### src/rtl/kst_pkg.sv
package kst_pkg;

   localparam int KIND_W   = 2;
   localparam int KEY_W    = 64;
   localparam int VALUE_W  = 32;
   localparam int STATUS_W = 2;
   localparam int COUNT_W  = 5;
   // occupied_count saturates here
   localparam int COUNT_MAX = 31;

   typedef enum logic [KIND_W-1:0] {
      KIND_INSERT  = 2'd0,
      KIND_FIND    = 2'd1,
      KIND_REMOVE  = 2'd2,
      KIND_REPLACE = 2'd3
   } kind_type;

   typedef enum logic [STATUS_W-1:0] {
      STATUS_DONE     = 2'd0,
      STATUS_NO_MATCH = 2'd1,
      STATUS_FULL     = 2'd2
   } status_type;

   typedef enum logic [1:0] {
      ST_CLEAR,
      ST_IDLE,
      ST_SCAN,
      ST_DONE
   } state_type;

   // controller -> datapath
   typedef struct packed {
      logic clear_step;  // write one zero entry of the clearing pass
      logic start;       // capture the request and rewind the scan
      logic scan;        // issue the next slot read
      logic settle;      // scan ended: write back and record the result
      logic load_rsp;    // move the result into the output register
   } cmd_type;

   // datapath -> controller
   typedef struct packed {
      logic clear_last;  // clearing pass is at its last slot
      logic hit;         // slot under test qualifies
      logic miss;        // last slot tested without a hit
      logic out_free;    // output register can take a result
   } sts_type;

endpackage

### src/rtl/kst_if.sv
interface kst_req_if;
   logic                         valid;
   logic                         ready;
   logic [kst_pkg::KIND_W-1:0]   kind;
   logic [kst_pkg::KEY_W-1:0]    key;
   logic [kst_pkg::VALUE_W-1:0]  value;

   modport source (output valid, output kind, output key, output value, input ready);
   modport sink   (input valid, input kind, input key, input value, output ready);
endinterface

interface kst_rsp_if;
   logic                          valid;
   logic                          ready;
   logic [kst_pkg::STATUS_W-1:0]  status;
   logic [kst_pkg::VALUE_W-1:0]   value_out;
   logic [kst_pkg::COUNT_W-1:0]   occupied_count;

   modport source (output valid, output status, output value_out, output occupied_count,
                   input ready);
   modport sink   (input valid, input status, input value_out, input occupied_count,
                   output ready);
endinterface

### src/rtl/kst_ctrl.sv
module kst_ctrl (
   input  logic              clock,
   input  logic              reset,
   input  logic              req_valid,
   output logic              req_ready,
   input  kst_pkg::sts_type  sts,
   output kst_pkg::cmd_type  cmd
);

   kst_pkg::state_type state_ff;
   kst_pkg::state_type state_in;

   always_ff @(posedge clock) begin
      if (reset) begin
         state_ff <= kst_pkg::ST_CLEAR;
      end else begin
         state_ff <= state_in;
      end
   end

   always_comb begin
      state_in = state_ff;
      case (state_ff)
         kst_pkg::ST_CLEAR: begin
            if (sts.clear_last) state_in = kst_pkg::ST_IDLE;
         end
         kst_pkg::ST_IDLE: begin
            if (req_valid) state_in = kst_pkg::ST_SCAN;
         end
         kst_pkg::ST_SCAN: begin
            if (sts.hit || sts.miss) state_in = kst_pkg::ST_DONE;
         end
         kst_pkg::ST_DONE: begin
            if (sts.out_free) state_in = kst_pkg::ST_IDLE;
         end
         default: state_in = kst_pkg::ST_CLEAR;
      endcase
   end

   always_comb begin
      cmd       = '0;
      req_ready = 1'b0;
      case (state_ff)
         kst_pkg::ST_CLEAR: begin
            cmd.clear_step = 1'b1;
         end
         kst_pkg::ST_IDLE: begin
            req_ready = 1'b1;
            cmd.start = req_valid;
         end
         kst_pkg::ST_SCAN: begin
            cmd.scan   = 1'b1;
            cmd.settle = sts.hit || sts.miss;
         end
         kst_pkg::ST_DONE: begin
            cmd.load_rsp = sts.out_free;
         end
         default: begin
            cmd = '0;
         end
      endcase
   end

endmodule

### src/rtl/kst_dp.sv
module kst_dp #(
   parameter int SLOTS       = 16,
   parameter int HANDLE_BITS = 32
) (
   input  logic                          clock,
   input  logic                          reset,
   input  kst_pkg::cmd_type              cmd,
   output kst_pkg::sts_type              sts,
   input  logic [kst_pkg::KIND_W-1:0]    req_kind,
   input  logic [kst_pkg::KEY_W-1:0]     req_key,
   input  logic [kst_pkg::VALUE_W-1:0]   req_value,
   input  logic                          rsp_ready,
   output logic                          rsp_valid,
   output logic [kst_pkg::STATUS_W-1:0]  rsp_status,
   output logic [kst_pkg::VALUE_W-1:0]   rsp_value_out,
   output logic [kst_pkg::COUNT_W-1:0]   rsp_occupied_count
);

   localparam int AW = (SLOTS > 1) ? $clog2(SLOTS) : 1;
   localparam int CW = $clog2(SLOTS + 1);
   localparam int EW = kst_pkg::KEY_W + HANDLE_BITS;

   // slot store: key in the upper bits, handle in the lower bits
   logic [EW-1:0] mem [SLOTS];

   logic [CW-1:0]            scan_addr_ff, scan_addr_in;
   logic [EW-1:0]            rd_data_ff;
   logic [AW-1:0]            rd_idx_ff;
   logic                     rd_live_ff, rd_live_in;
   kst_pkg::kind_type        kind_ff;
   logic [kst_pkg::KEY_W-1:0] key_ff;
   logic [HANDLE_BITS-1:0]   val_ff;
   logic [CW-1:0]            count_ff, count_in;
   kst_pkg::status_type      res_status_ff, res_status_in;
   logic [kst_pkg::VALUE_W-1:0] res_found_ff, res_found_in;
   logic [kst_pkg::COUNT_W-1:0] res_count_ff, res_count_in;
   logic                     out_valid_ff, out_valid_in;
   logic [kst_pkg::STATUS_W-1:0] out_status_ff;
   logic [kst_pkg::VALUE_W-1:0]  out_found_ff;
   logic [kst_pkg::COUNT_W-1:0]  out_count_ff;

   logic [kst_pkg::KEY_W-1:0] rd_key;
   logic [HANDLE_BITS-1:0]    rd_hdl;
   logic                      rd_issue;
   logic                      match;
   logic                      wr_en;
   logic [AW-1:0]             wr_addr;
   logic [EW-1:0]             wr_data;

   assign rd_key   = rd_data_ff[EW-1:HANDLE_BITS];
   assign rd_hdl   = rd_data_ff[HANDLE_BITS-1:0];
   assign rd_issue = cmd.scan && (scan_addr_ff < CW'(SLOTS));
   assign rd_live_in = rd_issue;

   // insert wants a free slot; the others want an occupied slot with the key
   always_comb begin
      if (kind_ff == kst_pkg::KIND_INSERT) begin
         match = rd_live_ff && (rd_hdl == '0);
      end else begin
         match = rd_live_ff && (rd_hdl != '0) && (rd_key == key_ff);
      end
   end

   assign sts.hit        = match;
   assign sts.miss       = rd_live_ff && !match && (rd_idx_ff == AW'(SLOTS - 1));
   assign sts.clear_last = (scan_addr_ff == CW'(SLOTS - 1));
   assign sts.out_free   = !out_valid_ff || rsp_ready;

   always_comb begin
      scan_addr_in = scan_addr_ff;
      if (cmd.start) begin
         scan_addr_in = '0;
      end else if ((cmd.scan || cmd.clear_step) && (scan_addr_ff < CW'(SLOTS))) begin
         scan_addr_in = scan_addr_ff + CW'(1);
      end
   end

   // clearing write, and write-back and result of the finishing scan step
   always_comb begin
      wr_en         = 1'b0;
      wr_addr       = rd_idx_ff;
      wr_data       = '0;
      count_in      = count_ff;
      res_status_in = kst_pkg::STATUS_DONE;
      res_found_in  = '0;
      if (cmd.clear_step) begin
         wr_en   = 1'b1;
         wr_addr = scan_addr_ff[AW-1:0];
      end else if (cmd.settle) begin
         if (!match) begin
            if (kind_ff == kst_pkg::KIND_INSERT) begin
               res_status_in = kst_pkg::STATUS_FULL;
            end else begin
               res_status_in = kst_pkg::STATUS_NO_MATCH;
            end
         end else begin
            case (kind_ff)
               kst_pkg::KIND_INSERT: begin
                  wr_en   = 1'b1;
                  wr_data = {key_ff, val_ff};
                  if (val_ff != '0) count_in = count_ff + CW'(1);
               end
               kst_pkg::KIND_FIND: begin
                  res_found_in = kst_pkg::VALUE_W'(rd_hdl);
               end
               kst_pkg::KIND_REMOVE: begin
                  wr_en    = 1'b1;
                  count_in = count_ff - CW'(1);
               end
               kst_pkg::KIND_REPLACE: begin
                  wr_en   = 1'b1;
                  wr_data = {rd_key, val_ff};
                  if (val_ff == '0) count_in = count_ff - CW'(1);
               end
               default: begin
                  wr_en = 1'b0;
               end
            endcase
         end
      end
      if (32'(count_in) > 32'(kst_pkg::COUNT_MAX)) begin
         res_count_in = kst_pkg::COUNT_W'(kst_pkg::COUNT_MAX);
      end else begin
         res_count_in = kst_pkg::COUNT_W'(count_in);
      end
   end

   always_comb begin
      out_valid_in = out_valid_ff;
      if (cmd.load_rsp) begin
         out_valid_in = 1'b1;
      end else if (rsp_ready) begin
         out_valid_in = 1'b0;
      end
   end

   always_ff @(posedge clock) begin
      if (wr_en) mem[wr_addr] <= wr_data;
      if (rd_issue) rd_data_ff <= mem[scan_addr_ff[AW-1:0]];
   end

   always_ff @(posedge clock) begin
      if (reset) begin
         scan_addr_ff <= '0;
         rd_live_ff   <= 1'b0;
         count_ff     <= '0;
         out_valid_ff <= 1'b0;
      end else begin
         scan_addr_ff <= scan_addr_in;
         rd_live_ff   <= rd_live_in;
         count_ff     <= count_in;
         out_valid_ff <= out_valid_in;
      end
   end

   always_ff @(posedge clock) begin
      rd_idx_ff <= scan_addr_ff[AW-1:0];
      if (cmd.start) begin
         kind_ff <= kst_pkg::kind_type'(req_kind);
         key_ff  <= req_key;
         val_ff  <= HANDLE_BITS'(req_value);
      end
      if (cmd.settle) begin
         res_status_ff <= res_status_in;
         res_found_ff  <= res_found_in;
         res_count_ff  <= res_count_in;
      end
      if (cmd.load_rsp) begin
         out_status_ff <= res_status_ff;
         out_found_ff  <= res_found_ff;
         out_count_ff  <= res_count_ff;
      end
   end

   assign rsp_valid          = out_valid_ff;
   assign rsp_status         = out_status_ff;
   assign rsp_value_out      = out_found_ff;
   assign rsp_occupied_count = out_count_ff;

endmodule

### src/rtl/keyed_slot_table.sv
// Channel  Dir  Payload                                    Transfer when
// req_ch   in   kind[1:0] key[63:0] value[31:0]            valid && ready
// rsp_ch   out  status[1:0] value_out[31:0] occupied[4:0]  valid && ready
//
// One request at a time. A request is decided at the first slot that qualifies (or the
// last slot when nothing qualifies), found by the linear scan that reads one slot per
// cycle from the store port. After reset a clearing pass writes every slot to free;
// req_ch.ready stays low until it ends. The result sits in an output register, so a
// new request is taken while rsp_ch is stalled; a finished scan holds until that
// register frees.
module keyed_slot_table #(
   parameter int SLOTS       = 16,
   parameter int HANDLE_BITS = 32
) (
   input  logic         clock,
   input  logic         reset,
   kst_req_if.sink      req_ch,
   kst_rsp_if.source    rsp_ch
);

   kst_pkg::cmd_type cmd;
   kst_pkg::sts_type sts;

   // sequencer: clearing pass, scan, write-back, result hand-off
   kst_ctrl u_ctrl (
      .clock     (clock),
      .reset     (reset),
      .req_valid (req_ch.valid),
      .req_ready (req_ch.ready),
      .sts       (sts),
      .cmd       (cmd)
   );

   // slot store, scan compare, occupancy count and output register
   kst_dp #(
      .SLOTS       (SLOTS),
      .HANDLE_BITS (HANDLE_BITS)
   ) u_dp (
      .clock              (clock),
      .reset              (reset),
      .cmd                (cmd),
      .sts                (sts),
      .req_kind           (req_ch.kind),
      .req_key            (req_ch.key),
      .req_value          (req_ch.value),
      .rsp_ready          (rsp_ch.ready),
      .rsp_valid          (rsp_ch.valid),
      .rsp_status         (rsp_ch.status),
      .rsp_value_out      (rsp_ch.value_out),
      .rsp_occupied_count (rsp_ch.occupied_count)
   );

`ifndef SYNTH
   // drop ready for the whole scan once a request transfers
   a_one_at_a_time: assert property (@(posedge clock) disable iff (reset)
      (req_ch.valid && req_ch.ready) |=> !req_ch.ready)
      else $error("request taken while a scan is in progress");

   // a result appears only through a load command
   a_rsp_from_load: assert property (@(posedge clock) disable iff (reset)
      $rose(rsp_ch.valid) |-> $past(cmd.load_rsp))
      else $error("response valid without a load");

   // never write back during the clearing pass
   a_no_settle_in_clear: assert property (@(posedge clock) disable iff (reset)
      !(cmd.clear_step && (cmd.settle || cmd.start)))
      else $error("scan activity during the clearing pass");

   // reported occupancy never exceeds the table size
   a_count_bound: assert property (@(posedge clock) disable iff (reset)
      rsp_ch.valid |-> (32'(rsp_ch.occupied_count) <= SLOTS))
      else $error("occupied count above slot count");
`endif

endmodule

### src/flat_wrapper.sv
// flat-port wrapper written by rule: the top's interface ports become plain ports
module keyed_slot_table_flat 
#(
   parameter int SLOTS       = 16,
   parameter int HANDLE_BITS = 32
)
  (clock, reset, req_ch_valid, req_ch_kind, req_ch_key, req_ch_value, req_ch_ready, rsp_ch_valid, rsp_ch_status, rsp_ch_value_out, rsp_ch_occupied_count, rsp_ch_ready);
  kst_req_if req_ch_i ();
  kst_rsp_if rsp_ch_i ();
  input  logic clock;
  input  logic reset;
  input wire logic [$bits(req_ch_i.valid)-1:0] req_ch_valid;
  input wire logic [$bits(req_ch_i.kind)-1:0] req_ch_kind;
  input wire logic [$bits(req_ch_i.key)-1:0] req_ch_key;
  input wire logic [$bits(req_ch_i.value)-1:0] req_ch_value;
  output wire logic [$bits(req_ch_i.ready)-1:0] req_ch_ready;
  output wire logic [$bits(rsp_ch_i.valid)-1:0] rsp_ch_valid;
  output wire logic [$bits(rsp_ch_i.status)-1:0] rsp_ch_status;
  output wire logic [$bits(rsp_ch_i.value_out)-1:0] rsp_ch_value_out;
  output wire logic [$bits(rsp_ch_i.occupied_count)-1:0] rsp_ch_occupied_count;
  input wire logic [$bits(rsp_ch_i.ready)-1:0] rsp_ch_ready;
  assign req_ch_i.valid = req_ch_valid;
  assign req_ch_i.kind = req_ch_kind;
  assign req_ch_i.key = req_ch_key;
  assign req_ch_i.value = req_ch_value;
  assign req_ch_ready = req_ch_i.ready;
  assign rsp_ch_valid = rsp_ch_i.valid;
  assign rsp_ch_status = rsp_ch_i.status;
  assign rsp_ch_value_out = rsp_ch_i.value_out;
  assign rsp_ch_occupied_count = rsp_ch_i.occupied_count;
  assign rsp_ch_i.ready = rsp_ch_ready;
  keyed_slot_table #(.SLOTS(SLOTS), .HANDLE_BITS(HANDLE_BITS)) u_core (.clock(clock), .reset(reset), .req_ch(req_ch_i), .rsp_ch(rsp_ch_i));
endmodule
### config.mk
export PLATFORM = sky130hd
export DESIGN_NAME = keyed_slot_table_flat
export DESIGN_NICKNAME = d
export VERILOG_FILES = /design/src/rtl/kst_pkg.sv /design/src/rtl/kst_if.sv /design/src/rtl/kst_ctrl.sv /design/src/rtl/kst_dp.sv /design/src/rtl/keyed_slot_table.sv /design/src/flat_wrapper.sv
export SDC_FILE = /design/constraint.sdc
export NUM_CORES = 2
export LEC_CHECK = 0
export BUFFER_PORTS_ARGS = -buffer_cell sky130_fd_sc_hd__buf_4
export CORE_AREA = 10 10 486 488
export DETAILED_ROUTE_END_ITERATION = 8
export DIE_AREA = 0 0 496 498
export GPL_ROUTABILITY_DRIVEN = 1
export PLACE_DENSITY = 0.48
export SKIP_CTS_REPAIR_TIMING = 1
export SYNTH_ARGS = -nofsm -noshare
export SYNTH_HDL_FRONTEND = slang
export SYNTH_HIERARCHICAL = 1
export SYNTH_SLANG_ARGS = --single-unit
### constraint.sdc
create_clock -name clock -period 18.8 [get_ports clock]
set_input_delay 1.88 -clock clock [delete_from_list [all_inputs] [get_ports clock]]
set_output_delay 1.88 -clock clock [all_outputs]
set_load 0.1 [all_outputs]
# [Yosys cells after proc, flatten, opt, wreduce, memory -nomap -nowiden]
# Memory sizes are Yosys's and may differ from the RTL's. A register that Yosys moved wholly into a read port is not among the register bits.
# Index checks and enable logic that the tools add are counted.
[word_totals] output_inout_bits=41 input_bits=102 regBits=194 mem_count=1 mem_bits_rw=1536
[op_classes] n_bitwise=2 n_eq_ne=13 n_lt_le_gt_ge=1 n_mux=31 n_reduce_logical=24 addsub=3
[memory_table] name="u_core.u_dp.mem" depth=16 width=96 rd=1 rd_clocked_by_memory_dff=1 write_ports=1 line_no="kst_dp.sv:24" text="logic [EW-1:0] mem [SLOTS];"
[ops] cell="2-to-1 mux 96 bit" count=3
[ops] cell="one-hot mux 96 bit (2 select lines)" count=1
[ops] cell="equality test 64 bit" count=1
[ops] cell="logical NOT 32 bit" count=2
[ops] cell="nonzero test 32 bit" count=2
[ops] cell="2-to-1 mux 5 bit" count=5
[ops] cell="one-hot mux 5 bit (3 select lines)" count=1
[ops] cell="2-to-1 mux 1 bit" count=13
[ops] cell="2-to-1 mux 2 bit" count=6
[ops] cell="adder 5 x 1 -> 5 bit (second input constant)" count=2
[ops] cell="equality test 2 bit (second input constant)" count=4
[ops] cell="one-hot mux 2 bit (4 select lines)" count=1
[ops] cell="logical AND 1 bit" count=7
[ops] cell="inequality test 2 bit (second input constant)" count=3
[ops] cell="OR reduction 3 bit" count=2
[ops] cell="equality test 5 x 4 -> 1 bit (second input constant)" count=1
[ops] cell="< comparator 5 bit (second input constant)" count=1
[ops] cell="subtractor 5 x 1 -> 5 bit (second input constant)" count=1
[ops] cell="equality test 2 x 1 -> 1 bit (second input constant)" count=2
[ops] cell="equality test 4 bit (second input constant)" count=1
[ops] cell="logical NOT 2 bit" count=2
[ops] cell="2-to-1 mux 4 bit" count=1
[ops] cell="AND reduction 4 bit" count=1
[ops] cell="OR reduction 2 bit" count=2
[ops] cell="5 further kinds" count=9

# [Longest topological paths before layout]
[logic_depth] depth_word=13 depth_mapped=17 depth_no_buf=15

# [By module]
# The synthesis kept the hierarchy.
[modules_own_cells] mod="kst_dp" instances=1 area_each_um2=69569.2 cells_each=2952
[modules_own_cells] mod="kst_ctrl" instances=1 area_each_um2=232.7 cells_each=23

# [Least setup slack after synthesis]
# No wires, ideal clock.
[synth_path] kind="register -> register" from="register u_core.u_dp.kind_ff[0]" to="memory u_core/u_dp/mem[11][0] (netlist name), enable pin" slack_ns=8.979 setup_ns=0.552 t_required_ns=18.248 t_arrival_ns=9.269 path_stages_with_launch=18 cell_sequence="edfxtp_1 -> inv_1 -> ha_1 -> clkbuf_1 -> nand2b_1 -> nor3_1 -> nand3_1 -> or4_4 -> o21ai_4 -> buf_4 -> nor2_1 -> nor2b_1 -> nor3b_1 -> and4_1 -> a31o_2 -> clkbuf_1 -> a31oi_1 -> nor2_1"
[synth_rtl] item="start, declared" line_no="kst_dp.sv:30" text="kst_pkg::kind_type kind_ff;"
[synth_rtl] item="start signal, assigned" line_no="kst_dp.sv:159" text="kind_ff <= kst_pkg::kind_type'(req_kind);"
[synth_rtl] item="end, declared" line_no="kst_dp.sv:24"

==> results <==
- The share of the synthesized area in the top cell type is 77.78%.
- Compared with the post-synthesis result, the final layout area differs by 16.23%.
- Data on the critical path is required at its endpoint by 19260 ps.
- The worst register-to-register path ends at u_core/u_dp/mem[8][47]$_DFFE_PP_.
- The signal on the critical path passes through inv_1, ha_4, nand2b_1, nor3_1, nand3_1, or4_4, o21ai_4, nor2_1, nor2b_4, buf_4, nor3b_1, and4_1, a31o_2, a31oi_1, nor2_4, buf_4, buf_4.
- The per-cell routed wire length is 28.42 um.
- The CTS tree is yes.
- The count of synthesis-stage warnings from yosys is 6.
- The overall via count from detail_route is 31750.
- The worst-case IR drop observed on VDD is 0.0001062 V.
- In this run the worst path has a maximum fanout of 45.
- The max-slew violation count is 0.
- The proportion of layout cells with a drive suffix above 1 is 31.39%.
- Clock-pin slew was measured on the worst setup and hold paths at 70 ps.
- In this run, CTS created clock tree buffers numbering 192.
- The post-synthesis net count is 3091.
- The power per cell area is 130.9 mW/mm2.
- The cell that appears most often on the critical path is sky130_fd_sc_hd__buf_4.
- The via count of the first global-routing pass is 33350.
- The standby leakage power is 24.10 nW.
- The worst min-delay path class is reg2reg.
- STA classifies the critical path endpoint as a flop.
- The floorplan has 175 rows.
- The startpoint kind of the worst setup timing path is a flop.
- The proportion of synthesized chip area in sequential cells is 78.30%.
- The tree built by TritonCTS fans out to 1826 sinks.
- The slowest stage of the critical path belongs to the cell sky130_fd_sc_hd__nor2_4.
- The maximum root-to-sink buffer count is 3.
- Summed over all failing endpoints, the final setup total negative slack is 0 ps.
- The overall routed net length is 182600 um.
- In the final design database the tool counted 3375 nets.
- The biggest cell delay along the critical path is 940 ps.
- The achievable clock frequency is 0.1325 GHz.
- The worst hold path begins at u_core/u_dp/res_found_ff[5]$_SDFFCE_PP0P_.
- The sum of overflow across all layers after global routing is 0.
- Counting the fill cells in the layout gives 20780.
- Across the run, the number of max-cap violations was 0.
- The number of vias per cell is 4.941.
- Setup repair after global routing left no endpoint under its margin.
- The library cell used most frequently in the layout, excluding fill and tap cells, is sky130_fd_sc_hd__edfxtp_1.
- Counting flops and latches in the post-synthesis netlist gives 1826.
- For the pin with the worst max-slew slack, the measured transition is 1198 ps.
- The post-synthesis instance area is 0.06980 mm2.
- For this block, the initial DRC count from the detailed router was 2874.
- In this run the tool buffered the top-level ports with 142 buffer cells.
- Counting every instance in the synthesized netlist gives 2975.
- The number of ports placed on the die boundary is 143.
- The utilization after layout is 35.83%.
- The number of antenna violations at the first check in global routing is 8.
- In this run the number of H-tree levels came out at 4.
- The weighted congestion reported at the end of routability-driven placement is 0.7843.
- The count of different cell masters after synthesis is 61.
- By area the synthesized netlist is led by sky130_fd_sc_hd__edfxtp_1 78%, sky130_fd_sc_hd__mux4_2 15%, sky130_fd_sc_hd__a22oi_1 0.69%, sky130_fd_sc_hd__nor2_4 0.65%, sky130_fd_sc_hd__xor2_1 0.64%.
- The clock arrives with 46.16 ps of skew.
- The first detailed-routing pass took 5 iterations.
- The run finished with clean final reports.
- Counting instances, the worst hold path has a depth of 0.
- The first global-routing pass estimated 260400 um of wire.
- The post-synthesis area per instance is 23.46 um2.
- The die covers 0.2470 mm2.
- The number of cells on the worst reg-to-reg path is 17.
- The startpoint of the worst register-to-register path is u_core/u_dp/kind_ff[0]$_DFFE_PP_.
- Entering global routing, the biggest net connects 130 pins.
- The core region is 0.2264 mm2.
- From left edge to right edge, the die measures 496 um.
- The total routing resource utilization after global routing is 14.57%.
- The most used flip-flop cell after synthesis is sky130_fd_sc_hd__edfxtp_1.
- The capture endpoint of the worst hold path is u_core/u_dp/rsp_value_out[5]$_DFFE_PP_.
- The worst path in the final design needs a cycle of 7546 ps, including I/O delays and setup.
- The clock tree root buffer cell is sky130_fd_sc_hd__clkbuf_16.
- The portion of the clock cycle consumed by the worst path in the final layout is 40.14%.
- The worst-case register-to-register setup slack is 11250 ps.
- The headroom to the max-slew limit is 19.87%.
- The number of failing hold endpoints at the final stage is 0.
- The initial core utilization is 30.83%.
- For this run, design rule violations remaining after detail routing come to 0.
- The cell type contributing the most total cell area after synthesis is sky130_fd_sc_hd__edfxtp_1.
- The top cell types in the final layout, fill and taps aside, are 1808 x sky130_fd_sc_hd__edfxtp_1, 480 x sky130_fd_sc_hd__mux4_2, 236 x sky130_fd_sc_hd__buf_4.
- The number of failing setup endpoints in the final timing report is 0.
- At the worst endpoint, the arrival time is 8010 ps.
- The worst-skew pair later-pin latency is 850 ps.
- Once detail routing completed, the nets flagged for antenna violations numbered 0.
- The fraction of registers with async set/reset is 0%.
- The synthesized design contains 1808 enable-type register cells.
- Summed over all nets, the half-perimeter wirelength after detailed placement is 102700 um.
- The die extent in y is 498 um.
- The critical path class is reg2reg.
## final cells by class
| type | instances | area [um2] | share of cell area (%) |
|---|---|---|---|
| Sequential cell | 1826 | 54670 | 67.38 |
| Clock buffer | 235 | 5009 | 6.174 |
| Timing Repair Buffer | 241 | 1872 | 2.307 |
| Inverter | 19 | 71.32 | 0.08791 |
| Antenna cell | 1 | 2.502 | 0.003085 |
| Multi-Input combinational cell | 979 | 14630 | 18.04 |
| Clock inverter | 115 | 1110 | 1.368 |
| Tap cell | 3009 | 3765 | 4.641 |
## worst max-delay path, delay by kind of cell (launching register included)
family / cells / cell delay, ps
AND/OR/NAND/NOR: 9 / 3100
buffers and inverters: 4 / 2160
AO/OA/AOI/OAI: 3 / 1020
flip-flops: 1 / 460
adder cells (fa/ha/maj): 1 / 340
## registers in the layout, indices dropped and copies added (netlist names), 5 cells and up
name / count
u_core/u_dp/rsp_value_out: 32
u_core/u_dp/scan_addr_ff: 5
u_core/u_dp/val_ff: 32
u_core/u_dp/key_ff: 64
u_core/u_dp/res_found_ff: 32
u_core/u_dp/res_count_ff: 5
u_core/u_dp/rd_data_ff: 96
u_core/u_dp/mem: 1536
u_core/u_dp/count_ff: 5
u_core/u_dp/rsp_occupied_count: 5
## worst max-delay path by stage
stage | startpoint | endpoint | slack (ps) | cells after the start
finish | u_core/u_dp/kind_ff[0]$_DFFE_PP_ | u_core/u_dp/mem[8][47]$_DFFE_PP_ | 11250 | 17
detailed placement | u_core/u_dp/kind_ff[0]$_DFFE_PP_ | u_core/u_dp/mem[8][85]$_DFFE_PP_ | 11110 | 17
global placement | u_core/u_dp/rd_data_ff[10]$_DFFE_PP_ | u_core/u_dp/mem[8][85]$_DFFE_PP_ | 11180 | 17
floorplan | u_core/u_dp/kind_ff[0]$_DFFE_PP_ | u_core/u_dp/mem[11][0]$_DFFE_PP_ | 8980 | 17
global route | u_core/u_dp/kind_ff[0]$_DFFE_PP_ | u_core/u_dp/mem[8][85]$_DFFE_PP_ | 10700 | 17
CTS | u_core/u_dp/kind_ff[0]$_DFFE_PP_ | u_core/u_dp/mem[8][85]$_DFFE_PP_ | 11080 | 17
## where the power goes
group	total [mW]	internal [mW]	switching (mW)
clock	3.71	2.11	1.60
sequential	5.01	4.90	0.106
combinational	1.91	0.887	1.02
total	10.6	7.89	2.73
## layer usage
metal / up-vias / share of wire, % / global-route usage [%]
li1: 13250 / - / -
met1: 17490 / 45 / 20.35
met2: 795 / 49 / 24.04
met3: 219 / 4.1 / 2.175
met4: 0 / 1.8 / 3.335
met5: - / 0 / 0
## cells by family (layout without fill, tap and decap cells)
| kind of cell | Yosys count | count (layout) | synth area share (%) |
|---|---|---|---|
| DFF | 1826 | 1826 | 78.30 |
| muxes | 486 | 486 | 15.58 |
| and+or+nand+nor | 323 | 323 | 3.015 |
| buffers and inverters | 170 | 610 | 1.032 |
| AOI/OAI and AO/OA | 104 | 104 | 1.171 |
| xor gates and xnor gates | 52 | 52 | 0.6525 |
| adders and majority gates | 14 | 14 | 0.2510 |
| other | 0 | 1 | 0 |
## synthesized netlist by cell type, types with 2 or more instances
cell type and number:
sky130_fd_sc_hd__and2_1 35, sky130_fd_sc_hd__dfxtp_1 18, sky130_fd_sc_hd__and3_1 2, sky130_fd_sc_hd__a31oi_1 9
sky130_fd_sc_hd__clkbuf_1 109, sky130_fd_sc_hd__a22oi_1 64, sky130_fd_sc_hd__nand3_1 11, sky130_fd_sc_hd__buf_12 4
sky130_fd_sc_hd__nor3_1 17, sky130_fd_sc_hd__nor2b_1 34, sky130_fd_sc_hd__xor2_1 51, sky130_fd_sc_hd__mux4_2 480
sky130_fd_sc_hd__nor4_1 46, sky130_fd_sc_hd__inv_1 19, sky130_fd_sc_hd__nand4_1 9, sky130_fd_sc_hd__mux2i_1 4
sky130_fd_sc_hd__o211ai_1 2, sky130_fd_sc_hd__and3b_1 2, sky130_fd_sc_hd__nor2_1 59, sky130_fd_sc_hd__buf_2 5
sky130_fd_sc_hd__nand2b_1 5, sky130_fd_sc_hd__or2_2 2, sky130_fd_sc_hd__ha_1 14, sky130_fd_sc_hd__a2111oi_0 4
sky130_fd_sc_hd__a21oi_1 6, sky130_fd_sc_hd__nor3b_1 34, sky130_fd_sc_hd__o21ai_0 2, sky130_fd_sc_hd__buf_1 31
sky130_fd_sc_hd__nand2_1 15, sky130_fd_sc_hd__nor3b_2 4, sky130_fd_sc_hd__nor2_4 40, sky130_fd_sc_hd__edfxtp_1 1808
sky130_fd_sc_hd__o2111a_1 2
## through the flow
stage	worst slack, ps	std cells	instance area, um2	power, mW	hold WS (ps)
floorplan	8979	2975	69800	6.389	329.0
global placement	11180	6074	75010	7.069	401.1
detailed placement	11110	6074	75010	7.063	404.5
CTS	11080	6424	81130	10.78	389.7
global route	10700	6425	81130	11.02	400.0
finish	11250	6425	81130	10.62	390.1
Note: power is estimated with default switching activity, not from simulation.
